**src/rtl/sel_pkg.sv**
```systemverilog
// ----------------------------------------------------------------------------
// sel_pkg
// Shared types and constants of the s-expression lexer: token kinds,
// character codes, the token record and the queue entry.
// ----------------------------------------------------------------------------
package sel_pkg;

    localparam int POSITION_BITS_DEFAULT = 16;
    localparam int FIELD_BITS            = 16;
    localparam int KIND_BITS             = 3;
    localparam int CFG_INDEX_BITS        = 8;
    localparam int QUEUE_DEPTH           = 2;
    localparam int QUEUE_PTR_BITS        = $clog2(QUEUE_DEPTH);
    localparam int TDATA_OUT_BITS        = 64;
    localparam int TDATA_IN_BITS         = 8;

    localparam logic [KIND_BITS-1:0] KIND_SYMBOL  = 3'd0;
    localparam logic [KIND_BITS-1:0] KIND_NUMBER  = 3'd1;
    localparam logic [KIND_BITS-1:0] KIND_LPAREN  = 3'd2;
    localparam logic [KIND_BITS-1:0] KIND_RPAREN  = 3'd3;
    localparam logic [KIND_BITS-1:0] KIND_INVALID = 3'd4;
    localparam logic [KIND_BITS-1:0] KIND_STRING  = 3'd5;
    localparam logic [KIND_BITS-1:0] KIND_END     = 3'd6;

    localparam logic [CFG_INDEX_BITS-1:0] REG_FIRST_LINE   = 8'd0;
    localparam logic [CFG_INDEX_BITS-1:0] REG_FIRST_COLUMN = 8'd1;

    localparam logic [7:0] CHAR_PLUS    = "+";
    localparam logic [7:0] CHAR_MINUS   = "-";
    localparam logic [7:0] CHAR_STAR    = "*";
    localparam logic [7:0] CHAR_SLASH   = "/";
    localparam logic [7:0] CHAR_EQUAL   = "=";
    localparam logic [7:0] CHAR_GREATER = ">";
    localparam logic [7:0] CHAR_LESS    = "<";
    localparam logic [7:0] CHAR_DOT     = ".";
    localparam logic [7:0] CHAR_LPAREN  = "(";
    localparam logic [7:0] CHAR_RPAREN  = ")";
    localparam logic [7:0] CHAR_NEWLINE = "\n";
    localparam logic [7:0] CHAR_TAB     = "\t";
    localparam logic [7:0] CHAR_SPACE   = " ";
    localparam logic [7:0] CHAR_QUOTE   = "\"";
    localparam logic [7:0] CHAR_0       = "0";
    localparam logic [7:0] CHAR_9       = "9";
    localparam logic [7:0] CHAR_LOWER_A = "a";
    localparam logic [7:0] CHAR_LOWER_Z = "z";
    localparam logic [7:0] CHAR_UPPER_A = "A";
    localparam logic [7:0] CHAR_UPPER_Z = "Z";

    // The kind travels on tuser; the four position fields fill tdata.
    typedef struct packed {
        logic [FIELD_BITS-1:0] column;
        logic [FIELD_BITS-1:0] line;
        logic [FIELD_BITS-1:0] end_offset;
        logic [FIELD_BITS-1:0] start_offset;
        logic [KIND_BITS-1:0]  token_kind;
    } t_token;

    typedef struct packed {
        t_token first;
        t_token second;
        logic   two;
    } t_entry;

    typedef struct packed {
        logic full;
        logic empty;
    } t_queue_status;

endpackage

```
**src/rtl/s_expression_lexer_unit.sv**
```systemverilog
// ----------------------------------------------------------------------------
// s_expression_lexer_unit
// Lexer for s-expression source text, one byte per beat.
//
// Bytes enter on the s_axis group: tdata holds the byte and tlast marks the end
// of a source, which flushes any pending token, emits an end token and restarts
// the counters. Tokens leave on m_axis, one per beat: tuser is the token kind,
// tdata the offsets and start position, tlast the final token of a byte. The cfg
// channel writes first_line (index 0) and first_column (index 1), always ready.
//
// A byte is accepted every cycle while the two-entry token queue has room. Its
// first token goes through the queue and the output register to m_axis, and a
// byte that gives two tokens holds the output for both beats. Bytes giving at
// most one token each sustain one byte per cycle while the receiver is ready;
// the single output sets the pace otherwise. On a receiver stall the output
// register holds its beat and the queue fills; s_axis tready then falls. Reset
// empties the queue and output, sets both registers to 1 and clears the lexer
// state, including the halt that follows an invalid byte or a double quote.
// ----------------------------------------------------------------------------
module s_expression_lexer_unit #(
    parameter int POSITION_BITS = sel_pkg::POSITION_BITS_DEFAULT
) (
    input  logic                                  i_clk,
    input  logic                                  i_rst_n,
    input  logic                                  i_s_tvalid,
    output logic                                  o_s_tready,
    input  logic [sel_pkg::TDATA_IN_BITS-1:0]     i_s_tdata,   // byte_value
    input  logic                                  i_s_tlast,   // end_of_source
    output logic                                  o_m_tvalid,
    input  logic                                  i_m_tready,
    // start_offset, end_offset, line, column
    output logic [sel_pkg::TDATA_OUT_BITS-1:0]    o_m_tdata,
    output logic [sel_pkg::KIND_BITS-1:0]         o_m_tuser,   // token_kind
    output logic                                  o_m_tlast,   // last
    input  logic                                  i_cfg_valid,
    output logic                                  o_cfg_ready,
    input  logic [sel_pkg::CFG_INDEX_BITS-1:0]    i_cfg_index,
    input  logic [sel_pkg::FIELD_BITS-1:0]        i_cfg_data
);

    sel_pkg::t_entry        front_entry;
    sel_pkg::t_entry        head;
    sel_pkg::t_queue_status q_status;
    sel_pkg::t_token        out_token;
    logic                   push;
    logic                   pop;
    logic                   in_accept;

    assign o_s_tready  = !q_status.full;
    assign o_cfg_ready = 1'b1;
    assign in_accept   = i_s_tvalid && o_s_tready;

    sel_front #(
        .POSITION_BITS (POSITION_BITS)
    ) u_front (
        .i_clk           (i_clk),
        .i_rst_n         (i_rst_n),
        .i_accept        (in_accept),
        .i_byte_value    (i_s_tdata),
        .i_end_of_source (i_s_tlast),
        .i_cfg_write     (i_cfg_valid && o_cfg_ready),
        .i_cfg_index     (i_cfg_index),
        .i_cfg_data      (i_cfg_data),
        .o_push          (push),
        .o_entry         (front_entry)
    );

    sel_queue u_queue (
        .i_clk    (i_clk),
        .i_rst_n  (i_rst_n),
        .i_push   (push),
        .i_entry  (front_entry),
        .i_pop    (pop),
        .o_head   (head),
        .o_status (q_status)
    );

    sel_back u_back (
        .i_clk    (i_clk),
        .i_rst_n  (i_rst_n),
        .i_head   (head),
        .i_status (q_status),
        .o_pop    (pop),
        .i_ready  (i_m_tready),
        .o_valid  (o_m_tvalid),
        .o_token  (out_token),
        .o_last   (o_m_tlast)
    );

    assign o_m_tdata = {out_token.column, out_token.line, out_token.end_offset,
                        out_token.start_offset};
    assign o_m_tuser = out_token.token_kind;

`ifndef NO_ASSERTIONS
    a_end_is_last: assert property (@(posedge i_clk) disable iff (!i_rst_n)
        (o_m_tvalid && (o_m_tuser == sel_pkg::KIND_END)) |-> o_m_tlast)
        else $error("end token not marked last");

    a_error_is_last: assert property (@(posedge i_clk) disable iff (!i_rst_n)
        (o_m_tvalid && ((o_m_tuser == sel_pkg::KIND_INVALID) ||
                        (o_m_tuser == sel_pkg::KIND_STRING))) |-> o_m_tlast)
        else $error("error token not marked last");

    a_reset_clears_output: assert property (@(posedge i_clk)
        !i_rst_n |=> !o_m_tvalid)
        else $error("output valid after reset");
`endif

endmodule

```
**src/rtl/sel_front.sv**
```systemverilog
// ----------------------------------------------------------------------------
// sel_front
// Accepts source bytes, keeps the lexer mode and position counters, and
// pushes the one or two tokens that a byte gives into the queue.
// ----------------------------------------------------------------------------
module sel_front #(
    parameter int POSITION_BITS = sel_pkg::POSITION_BITS_DEFAULT
) (
    input  logic                                i_clk,
    input  logic                                i_rst_n,
    input  logic                                i_accept,
    input  logic [7:0]                          i_byte_value,
    input  logic                                i_end_of_source,
    input  logic                                i_cfg_write,
    input  logic [sel_pkg::CFG_INDEX_BITS-1:0]  i_cfg_index,
    input  logic [sel_pkg::FIELD_BITS-1:0]      i_cfg_data,
    output logic                                o_push,
    output sel_pkg::t_entry                     o_entry
);

    localparam int P = POSITION_BITS;
    localparam logic [P-1:0] POS_MAX = '1;
    localparam logic [sel_pkg::FIELD_BITS-1:0] RESET_FIRST = 16'd1;

    localparam logic [1:0] MODE_IDLE = 2'd0;
    localparam logic [1:0] MODE_INT  = 2'd1;
    localparam logic [1:0] MODE_FRAC = 2'd2;
    localparam logic [1:0] MODE_SYM  = 2'd3;

    function automatic logic [P-1:0] sat_inc(input logic [P-1:0] x);
        sat_inc = (x == POS_MAX) ? x : x + 1'b1;
    endfunction

    function automatic logic [P-1:0] clamp_pos(input logic [sel_pkg::FIELD_BITS-1:0] v);
        logic [32:0] wide;
        logic [32:0] lim;
        wide = 33'(v);
        lim  = 33'(POS_MAX);
        clamp_pos = (wide > lim) ? POS_MAX : wide[P-1:0];
    endfunction

    function automatic logic [sel_pkg::FIELD_BITS-1:0] to_field(input logic [P-1:0] x);
        logic [31:0] wide;
        wide = 32'(x);
        to_field = wide[sel_pkg::FIELD_BITS-1:0];
    endfunction

    function automatic logic is_digit(input logic [7:0] c);
        is_digit = (c >= sel_pkg::CHAR_0) && (c <= sel_pkg::CHAR_9);
    endfunction

    function automatic logic is_letter(input logic [7:0] c);
        is_letter = ((c >= sel_pkg::CHAR_LOWER_A) && (c <= sel_pkg::CHAR_LOWER_Z)) ||
                    ((c >= sel_pkg::CHAR_UPPER_A) && (c <= sel_pkg::CHAR_UPPER_Z));
    endfunction

    function automatic logic is_op(input logic [7:0] c);
        is_op = (c == sel_pkg::CHAR_PLUS) || (c == sel_pkg::CHAR_MINUS) ||
                (c == sel_pkg::CHAR_STAR) || (c == sel_pkg::CHAR_SLASH) ||
                (c == sel_pkg::CHAR_EQUAL) || (c == sel_pkg::CHAR_GREATER) ||
                (c == sel_pkg::CHAR_LESS);
    endfunction

    logic [1:0]                     r_mode, n_mode;
    logic [P-1:0]                   r_off, n_off;
    logic [P-1:0]                   r_line, n_line;
    logic [P-1:0]                   r_col, n_col;
    logic [P-1:0]                   r_tso, n_tso;
    logic [P-1:0]                   r_tsl, n_tsl;
    logic [P-1:0]                   r_tsc, n_tsc;
    logic                           r_halted, n_halted;
    logic [sel_pkg::FIELD_BITS-1:0] r_first_line, n_first_line;
    logic [sel_pkg::FIELD_BITS-1:0] r_first_col, n_first_col;

    logic            cont;
    logic            flush_v;
    logic            sec_v;
    logic            fresh;
    sel_pkg::t_token flush_tok;
    sel_pkg::t_token sec_tok;

    always_comb begin
        n_mode       = r_mode;
        n_off        = r_off;
        n_line       = r_line;
        n_col        = r_col;
        n_tso        = r_tso;
        n_tsl        = r_tsl;
        n_tsc        = r_tsc;
        n_halted     = r_halted;
        n_first_line = r_first_line;
        n_first_col  = r_first_col;
        cont         = 1'b0;
        flush_v      = 1'b0;
        sec_v        = 1'b0;
        fresh        = (r_off == '0) && (r_mode == MODE_IDLE);

        flush_tok.token_kind   = (r_mode == MODE_SYM) ? sel_pkg::KIND_SYMBOL
                                                      : sel_pkg::KIND_NUMBER;
        flush_tok.start_offset = to_field(r_tso);
        flush_tok.end_offset   = to_field(r_off);
        flush_tok.line         = to_field(r_tsl);
        flush_tok.column       = to_field(r_tsc);

        sec_tok.token_kind   = sel_pkg::KIND_END;
        sec_tok.start_offset = to_field(r_off);
        sec_tok.end_offset   = to_field(sat_inc(r_off));
        sec_tok.line         = to_field(r_line);
        sec_tok.column       = to_field(r_col);

        if (i_accept && !r_halted) begin
            if (i_end_of_source) begin
                flush_v            = (r_mode != MODE_IDLE);
                sec_v              = 1'b1;
                sec_tok.end_offset = to_field(r_off);
                n_mode             = MODE_IDLE;
                n_off              = '0;
                n_line             = clamp_pos(r_first_line);
                n_col              = clamp_pos(r_first_col);
            end else begin
                case (r_mode)
                    MODE_INT: begin
                        cont = is_digit(i_byte_value) || (i_byte_value == sel_pkg::CHAR_DOT);
                    end
                    MODE_FRAC: begin
                        cont = is_digit(i_byte_value);
                    end
                    MODE_SYM: begin
                        cont = is_letter(i_byte_value) || is_digit(i_byte_value) ||
                               is_op(i_byte_value);
                    end
                    default: begin
                        cont = 1'b0;
                    end
                endcase

                if (cont) begin
                    if ((r_mode == MODE_INT) && (i_byte_value == sel_pkg::CHAR_DOT)) begin
                        n_mode = MODE_FRAC;
                    end
                    n_off = sat_inc(r_off);
                    n_col = sat_inc(r_col);
                end else begin
                    flush_v = (r_mode != MODE_IDLE);
                    n_mode  = MODE_IDLE;
                    if ((i_byte_value == sel_pkg::CHAR_LPAREN) ||
                        (i_byte_value == sel_pkg::CHAR_RPAREN)) begin
                        sec_v              = 1'b1;
                        sec_tok.token_kind = (i_byte_value == sel_pkg::CHAR_LPAREN)
                                             ? sel_pkg::KIND_LPAREN : sel_pkg::KIND_RPAREN;
                        n_off              = sat_inc(r_off);
                        n_col              = sat_inc(r_col);
                    end else if (i_byte_value == sel_pkg::CHAR_NEWLINE) begin
                        n_off  = sat_inc(r_off);
                        n_line = sat_inc(r_line);
                        n_col  = clamp_pos(r_first_col);
                    end else if ((i_byte_value == sel_pkg::CHAR_SPACE) ||
                                 (i_byte_value == sel_pkg::CHAR_TAB)) begin
                        n_off = sat_inc(r_off);
                        n_col = sat_inc(r_col);
                    end else if (is_digit(i_byte_value) || is_letter(i_byte_value) ||
                                 is_op(i_byte_value)) begin
                        n_mode = is_digit(i_byte_value) ? MODE_INT : MODE_SYM;
                        n_tso  = r_off;
                        n_tsl  = r_line;
                        n_tsc  = r_col;
                        n_off  = sat_inc(r_off);
                        n_col  = sat_inc(r_col);
                    end else begin
                        sec_v              = 1'b1;
                        sec_tok.token_kind = (i_byte_value == sel_pkg::CHAR_QUOTE)
                                             ? sel_pkg::KIND_STRING : sel_pkg::KIND_INVALID;
                        n_halted           = 1'b1;
                    end
                end
            end
        end

        if (i_cfg_write) begin
            if (i_cfg_index == sel_pkg::REG_FIRST_LINE) begin
                n_first_line = i_cfg_data;
                if (fresh) begin
                    n_line = clamp_pos(i_cfg_data);
                end
            end else if (i_cfg_index == sel_pkg::REG_FIRST_COLUMN) begin
                n_first_col = i_cfg_data;
                if (fresh) begin
                    n_col = clamp_pos(i_cfg_data);
                end
            end
        end
    end

    always_comb begin
        o_push = flush_v || sec_v;
        if (flush_v) begin
            o_entry.first  = flush_tok;
            o_entry.second = sec_tok;
            o_entry.two    = sec_v;
        end else begin
            o_entry.first  = sec_tok;
            o_entry.second = sec_tok;
            o_entry.two    = 1'b0;
        end
    end

    always_ff @(posedge i_clk) begin
        if (!i_rst_n) begin
            r_mode       <= MODE_IDLE;
            r_off        <= '0;
            r_line       <= clamp_pos(RESET_FIRST);
            r_col        <= clamp_pos(RESET_FIRST);
            r_tso        <= '0;
            r_tsl        <= '0;
            r_tsc        <= '0;
            r_halted     <= 1'b0;
            r_first_line <= RESET_FIRST;
            r_first_col  <= RESET_FIRST;
        end else begin
            r_mode       <= n_mode;
            r_off        <= n_off;
            r_line       <= n_line;
            r_col        <= n_col;
            r_tso        <= n_tso;
            r_tsl        <= n_tsl;
            r_tsc        <= n_tsc;
            r_halted     <= n_halted;
            r_first_line <= n_first_line;
            r_first_col  <= n_first_col;
        end
    end

endmodule

```
**src/rtl/sel_queue.sv**
```systemverilog
// ----------------------------------------------------------------------------
// sel_queue
// Short register queue of token entries between the front and back parts.
// ----------------------------------------------------------------------------
module sel_queue (
    input  logic                   i_clk,
    input  logic                   i_rst_n,
    input  logic                   i_push,
    input  sel_pkg::t_entry        i_entry,
    input  logic                   i_pop,
    output sel_pkg::t_entry        o_head,
    output sel_pkg::t_queue_status o_status
);

    localparam int D  = sel_pkg::QUEUE_DEPTH;
    localparam int PW = sel_pkg::QUEUE_PTR_BITS;
    localparam int CW = $clog2(D + 1);
    localparam logic [PW-1:0] PTR_LAST = PW'(D - 1);
    localparam logic [CW-1:0] COUNT_FULL = CW'(D);

    sel_pkg::t_entry r_mem [D];
    logic [PW-1:0]   r_wptr, n_wptr;
    logic [PW-1:0]   r_rptr, n_rptr;
    logic [CW-1:0]   r_count, n_count;
    logic            do_push;
    logic            do_pop;

    always_comb begin
        do_push = i_push && (r_count != COUNT_FULL);
        do_pop  = i_pop && (r_count != '0);
        n_wptr  = r_wptr;
        n_rptr  = r_rptr;
        n_count = r_count;
        if (do_push) begin
            n_wptr = (r_wptr == PTR_LAST) ? '0 : r_wptr + 1'b1;
        end
        if (do_pop) begin
            n_rptr = (r_rptr == PTR_LAST) ? '0 : r_rptr + 1'b1;
        end
        if (do_push && !do_pop) begin
            n_count = r_count + 1'b1;
        end else if (do_pop && !do_push) begin
            n_count = r_count - 1'b1;
        end
    end

    assign o_head         = r_mem[r_rptr];
    assign o_status.full  = (r_count == COUNT_FULL);
    assign o_status.empty = (r_count == '0);

    always_ff @(posedge i_clk) begin
        if (do_push) begin
            r_mem[r_wptr] <= i_entry;
        end
    end

    always_ff @(posedge i_clk) begin
        if (!i_rst_n) begin
            r_wptr  <= '0;
            r_rptr  <= '0;
            r_count <= '0;
        end else begin
            r_wptr  <= n_wptr;
            r_rptr  <= n_rptr;
            r_count <= n_count;
        end
    end

endmodule

```
**src/rtl/sel_back.sv**
```systemverilog
// ----------------------------------------------------------------------------
// sel_back
// Takes queue entries apart into single token beats and holds each one in
// the output register until the receiver takes it.
// ----------------------------------------------------------------------------
module sel_back (
    input  logic                   i_clk,
    input  logic                   i_rst_n,
    input  sel_pkg::t_entry        i_head,
    input  sel_pkg::t_queue_status i_status,
    output logic                   o_pop,
    input  logic                   i_ready,
    output logic                   o_valid,
    output sel_pkg::t_token        o_token,
    output logic                   o_last
);

    logic            r_valid, n_valid;
    logic            r_phase, n_phase;
    logic            r_last, n_last;
    sel_pkg::t_token r_token, n_token;
    logic            load;

    always_comb begin
        load    = (!r_valid || i_ready) && !i_status.empty;
        n_valid = r_valid;
        n_phase = r_phase;
        n_last  = r_last;
        n_token = r_token;
        o_pop   = 1'b0;
        if (!r_valid || i_ready) begin
            n_valid = !i_status.empty;
        end
        if (load) begin
            n_token = r_phase ? i_head.second : i_head.first;
            n_last  = r_phase || !i_head.two;
            if (r_phase || !i_head.two) begin
                o_pop   = 1'b1;
                n_phase = 1'b0;
            end else begin
                n_phase = 1'b1;
            end
        end
    end

    assign o_valid = r_valid;
    assign o_token = r_token;
    assign o_last  = r_last;

    always_ff @(posedge i_clk) begin
        if (!i_rst_n) begin
            r_valid <= 1'b0;
            r_phase <= 1'b0;
        end else begin
            r_valid <= n_valid;
            r_phase <= n_phase;
        end
    end

    always_ff @(posedge i_clk) begin
        r_token <= n_token;
        r_last  <= n_last;
    end

endmodule
```
**config.mk**
```make
export PLATFORM = sky130hd
export DESIGN_NAME = s_expression_lexer_unit
export DESIGN_NICKNAME = d
export VERILOG_FILES = /design/src/rtl/sel_pkg.sv /design/src/rtl/s_expression_lexer_unit.sv /design/src/rtl/sel_front.sv /design/src/rtl/sel_queue.sv /design/src/rtl/sel_back.sv
export SDC_FILE = /design/constraint.sdc
export NUM_CORES = 1
export LEC_CHECK = 0
export BUFFER_PORTS_ARGS = -buffer_cell sky130_fd_sc_hd__buf_4
export CAP_MARGIN = 20
export CORE_MARGIN = 3
export CORE_UTILIZATION = 55
export DETAILED_ROUTE_END_ITERATION = 16
export PLACE_DENSITY = 0.84
export RECOVER_POWER = 100
export SLEW_MARGIN = 20
export SYNTH_ARGS = -nofsm -noshare
export SYNTH_HDL_FRONTEND = slang
export SYNTH_SLANG_ARGS = --single-unit
export TNS_END_PERCENT = 30
```
**constraint.sdc**
```tcl
create_clock -name i_clk -period 10.7 [get_ports i_clk]
set_clock_uncertainty 0.1 [all_clocks]
set_input_delay 2.14 -clock i_clk [delete_from_list [all_inputs] [get_ports i_clk]]
set_output_delay 2.14 -clock i_clk [all_outputs]
set_load 0.01 [all_outputs]
```
Word level (Yosys, flattened, before mapping)
Memory sizes are Yosys's and may differ from the RTL's. A register that Yosys moved wholly into a read port is not among the register bits.
Index checks and enable logic that the tools add are counted.

operators by class
  reductions and logical operators = 48
  order comparisons = 6
  add/sub/neg operators = 7
  mux-type cells = 74
  bitwise operators = 7
  eq/ne operators = 24

operators with widths
  kind                                                                              number
  16-bit two-way mux                                                                30
  135-bit two-way mux                                                               1
  8-bit by 6-bit == test with 1-bit output, second input constant                   12
  67-bit two-way mux                                                                1
  16-bit by 1-bit adder with 16-bit output, second input constant                   3
  16-bit == test, second input constant                                             3
  1-bit two-way mux                                                                 24
  3-bit two-way mux                                                                 7
  2-bit two-way mux                                                                 10
  8-bit by 4-bit == test with 1-bit output, second input constant                   2
  8-bit by 7-bit >= comparator with 1-bit output, second input constant             2
  8-bit by 7-bit less-or-equal comparator with 1-bit output, second input constant  2
  16-bit zero test                                                                  1
  1-bit logical OR                                                                  15
  7-bit AND reduction                                                               2
  1-bit logical AND                                                                 12
  8-bit by 1-bit == test with 1-bit output, second input constant                   1
  8-bit by 6-bit >= comparator with 1-bit output, second input constant             1
  8-bit by 6-bit less-or-equal comparator with 1-bit output, second input constant  1
  8-bit zero test                                                                   1
  1-bit zero test                                                                   7
  1-bit inverter                                                                    7
  2-bit == test, second input constant                                              3
  2-bit AND reduction                                                               3
  11 further kinds                                                                  15

storage, ports and cells
  memory bits (writable) = 270
  bits of input ports = 38
  memories kept = 1
  output and inout port bits = 71
  register bits = 205

memory list
  memory         depth  bits a word  rd ports  clocked after memory_dff  wr ports  RTL line         RTL
  u_queue.r_mem  2      135          1         1                         1         sel_queue.sv:21  sel_pkg::t_entry r_mem [D];

Logic depth before layout (Yosys ltp)
  depth after elaboration = 21
  gate-level depth with buffers = 12
  gate-level depth less buffers = 10

Cells and area by module
A second synthesis with hierarchy kept.

unflattened totals
  cells, all modules = 1,650
  area total of the unflattened synthesis = 21,508.1 um^2

modules (own cells, without submodules)
  module                   area each (um^2)  times used  cells an instance
  sel_queue                10,168.5          1           445
  sel_front                8,335.5           1           1,046
  sel_back                 2,982.9           1           155
  s_expression_lexer_unit  21.3              1           4

Worst setup path after synthesis
No wires, ideal clock.

  kind = input -> register
  start point = in i_s_tdata[0] (netlist bit)
  end point = mem u_queue.r_mem[0][0] (netlist bit), enable pin
  path slack = 901 ps
  buffers on the path = 2
  arrival = 9,068 ps
  cell stages on the path = 8
  path through = buf_6 > or3_1 > o32ai_2 > o22a_2 > buf_4 > a2111o_1 > nand2_1 > nor2_1

between the ends
  cells in the longest elaborated chain, start to end = 19
  elaborated cells on any way between the ends = 51
  those cells by class = 6 x order compare; 13 x eq/ne; 15 x mux; 17 x reduce/logical

RTL lines
  element                                                                                                  RTL line                       RTL
  start: declaration                                                                                       s_expression_lexer_unit.sv:27  input logic [sel_pkg::TDATA_IN_BITS-1:0] i_s_tdata,
  parallel branches: the longest is 15 deep, another holds 8-bit by 7-bit >= comparator with 1-bit output  --
  1-bit logical OR (*)                                                                                     sel_front.sv:195               o_push = flush_v || sec_v;
  1-bit logical AND (*)                                                                                    sel_queue.sv:29                do_push = i_push && (r_count != COUNT_FULL);
  1-bit two-way mux (*)                                                                                    sel_queue.sv:52                if (do_push) begin
  1-bit two-way mux (implied by the code) (*)                                                              sel_queue.sv:53                r_mem[r_wptr] <= i_entry;
  end: declaration                                                                                         sel_queue.sv:21

Mark *: on every way between the ends. The select of a mux whose other input is x is not followed.

Worst setup path in the final report
  start point = in i_s_tlast
  end point = reg u_front.r_tso[15]

between the ends
  cells in the longest elaborated chain, start to end = 2

RTL lines
  element                               RTL line                       RTL
  start: declaration                    s_expression_lexer_unit.sv:28  input logic i_s_tlast,
  1-bit inverter (no source line)       --
  7-bit AND reduction (no source line)  --
  end signal: assignment                sel_front.sv:224               r_tso <= n_tso;
  end: declaration                      sel_front.sv:68                logic [P-1:0] r_tso, n_tso;

Every way passes these cells.
A chain may end at the register's enable or synchronous reset.

==> results.cfg <==
[synthesis]
synth_mux_area_share_pct = 12.3
postSynthAreaPerCell_um2 = 13.2
synthAdderAreaFrac_pct = 0.305
synth_fp_nets = 1596
seq_area_frac_synth_pct = 63.0
synth_area_leader_cell = edfxtp_1
syn-cell-area_mm2 = 0.0205
synth-edff-count = 338
synth_warnings = 0
synth_compound_area_share_pct = 8.91
synthTopCellsByArea = edfxtp_1, dfxtp_1, mux4_2, nand2_1, mux2_2
synth_top_family_by_area = multiplexers
synthXorXnorAreaFrac_pct = 1.41
synthArstFlopShare_pct = 0
yosys.area_share.simple_pct = 11.1
ys_types = 90
synth_top_area_share_pct = 49.5
synthCells = 1553
ys_ff_latch = 476
synth-main-ff-cell = edfxtp_1

[worst_hold_path]
hold_end = u_front.r_tso[3]$_SDFFE_PN0P_
min_path_type = reg2reg
min_from = u_front.r_tso[3]$_SDFFE_PN0P_
holdPathStages = 2

[grt]
busiest_layer = met2
antenna_found_initial = 2
grt_max_degree = 87
grt_use_met2_pct = 36.9
grt_pass1_vias = 13400
grt_first_pass_wirelength_mm = 73.0
grt.total_usage_pct = 23.3
grt_overflow = 0
use_met3_pct = 4.13
grtUsageMet1_pct = 32.2

[placed_design]
portBuffers = 107
dp.final_hpwl_mm = 27.9
pre_cts_ws_ns = 5.07
place.gp.congestion = 0.929
place_area_mm2 = 0.0215

[clock_tree]
cts_resized = 0
cts_root_buf = clkbuf_16
tritoncts = yes
clock_sinks = 476
clk_latency_ns = 0.56
htree_levels = 2
cts_buffers = 46
clk_pin_slew_worst_paths_ns = 0.06
clock_path_buffers = 3
post_cts_buffers = 0
postCtsHoldBufs = 0

[floorplan]
core_mm2 = 0.0367
ios = 109
dieWidth_um = 199
rows = 70
start_util_pct = 55.9
die_h_um = 199
die-area_mm2 = 0.0396

[setup_path]
worstSetupPathType = in2reg
reg2reg_setup_slack_ns = 5.07
required_ns = 11.03
startpoint_type = input port
end_kind = register
r2r_cells = 2
worstPathMaxFanout = 47
r2r_end = u_back.o_token[24]$_DFFE_PP_
arrival_ns = 8.02

[pwr]
power_density_mw_per_mm2 = 221
switching_share_pct = 27.4
p_leak_nw = 7.67
p_switching_w = 0.00137
p_clk_share_pct = 30.6
total_power_w = 0.00499
ir_drop_mv = 0.130
p_int_w = 0.00363
combPwrFrac_pct = 19.3
power.share.sequential_pct = 50.1

[sta]
finalSetupViolCount = 0
rsz0062_at_grt = false
fin_setup_tns_ns = 0
tightestPinTransition_ns = 4.24
drv_slew = 374
layout_setup_ws_ns = 3.01
hold_viol_final = 0
min_period_ns = 7.69
max_slew_margin_pct = -183
period_share_pct = 71.9
fmax_mhz = 130

[layout]
syn_to_final_growth_pct = 10.1
drive_above_1_share_pct = 14.1
final_common_cell = edfxtp_1
final_nets = 1643
finalInstanceArea_mm2 = 0.0226
fillers = 2689
final_cell_mix = edfxtp_1, nand2_1, dfxtp_1, clkbuf_1, nor2_1

[drt]
vias_per_cell = 6.48
dr.first_iter.drc_count = 1714
drc = 0
routed_wl_mm = 46.6
vias = 13600
ant_nets = 0
drt-pass1-iter-count = 6
wl_per_cell_um = 22.2

[status]
status = finished with violations
violations = max-capacitance violations, max-slew violations

[run]
maxCapViolCount = 9
==> final cells by class <==
| type | count | area (um^2) | area share [%] |
|---|---|---|---|
| repair buffers | 126 | 649 | 2.88 |
| multi-input cells | 936 | 6960 | 30.8 |
| diodes | 2 | 5.00 | 0.0222 |
| flip-flops and latches | 476 | 12900 | 57.2 |
| well taps | 468 | 586 | 2.59 |
| inverters | 14 | 52.6 | 0.233 |
| clock inverters | 17 | 111 | 0.493 |
| clock buffers | 64 | 1300 | 5.76 |
==> per-layer routing <==
layer  part of all wire, %  routed length [um]  vias up
met1                    41               19000     6657
li1                      -                   -     6039
met2                    47               21900      796
met4                   3.6                1660        0
met5                     0                   0        -
met3                   8.7                4050      144
==> worst max-delay path, stage by stage <==
cell and delay (ns):
clkbuf_1 0.89, inv_1 0.99, nand3_1 0.69, nor3_1 2.32, buf_4 0.66, nand2_1 0.12, a21oi_1 0.17
==> how the worst max path moves through the flow <==
stage            startpoint                              end
5_1_grt           i_s_tlast    u_front.r_tsc[4]$_SDFFE_PN0P_
3_3_place_gp   i_s_tdata[3]  u_queue.r_mem[0][112]$_DFFE_PP_
2_1_floorplan  i_s_tdata[0]    u_queue.r_mem[0][0]$_DFFE_PP_
3_5_place_dp   i_s_tdata[3]  u_queue.r_mem[0][120]$_DFFE_PP_
6_report          i_s_tlast   u_front.r_tso[15]$_SDFFE_PN0P_
4_1_cts           i_s_tlast   u_front.r_tso[15]$_SDFFE_PN0P_
==> kinds of logic after synthesis <==
family / Yosys count
flip-flops: 476
AND/OR/NAND/NOR: 473
AO/OA/AOI/OAI: 263
multiplexers: 161
buffers and inverters: 141
XOR/XNOR: 33
adder cells (fa/ha/maj): 5
other: 1
==> power groups by stage <==
stage | Clock (W) | Combinational [W] | Sequential [W]
final | 0.00153 | 0.000965 | 0.00250
after global routing | 0.00162 | 0.00105 | 0.00254
after CTS | 0.00155 | 0.00107 | 0.00250
after detailed placement | 0 | 0.00106 | 0.00253
after global placement | 0 | 0.00104 | 0.00252
after floorplan | 0 | 0.000626 | 0.00257
==> sequential cells by signal (all words and copies together), names as in the netlist, 2 cells and up, named ones only <==
signal,cells
u_back.o_token,67
u_front.r_col,16
u_front.r_first_col,16
u_front.r_first_line,16
u_front.r_line,16
u_front.r_mode,2
u_front.r_off,16
u_front.r_tsc,16
u_front.r_tsl,16
u_front.r_tso,16
u_queue.r_count,2
u_queue.r_mem,270
==> metrics by stage <==
stage | cells | util [%] | hold WS [ns]
floorplan | 1553 | - | 0.320
global placement | 2019 | 58.6 | 0.340
detailed placement | 2020 | 58.7 | 0.345
CTS | 2101 | 62.5 | 0.355
global route | 2103 | 61.5 | 0.364
finish | 2103 | 61.5 | 0.353
==> Yosys cell counts, drive strengths merged, types with 3 or more instances <==
cell type  number
nor3           28
nor4           15
a21o            3
edfxtp        338
mux2           55
or4             3
and4            7
nand3b          3
or2             3
o32ai          11
buf            48
nand4          18
a31oi          23
nand2         178
xor2           17
a32oi           6
a21oi          80
inv            14
or3            13
nand3          77
nor2           89
o41ai           7
and2            7
mux2i          39
xnor2          16
nand2b          4
o22ai           5
ha              5
o31ai           7
o21ai          52
dfxtp         138
a32o            8
o311ai          7
clkbuf         79
o2111ai         5
nor2b           7
o2bb2ai         8
mux4           67
a211oi          5
o211ai          7
and3           12
a41oi           4
Power figures use the tool's default switching activity.
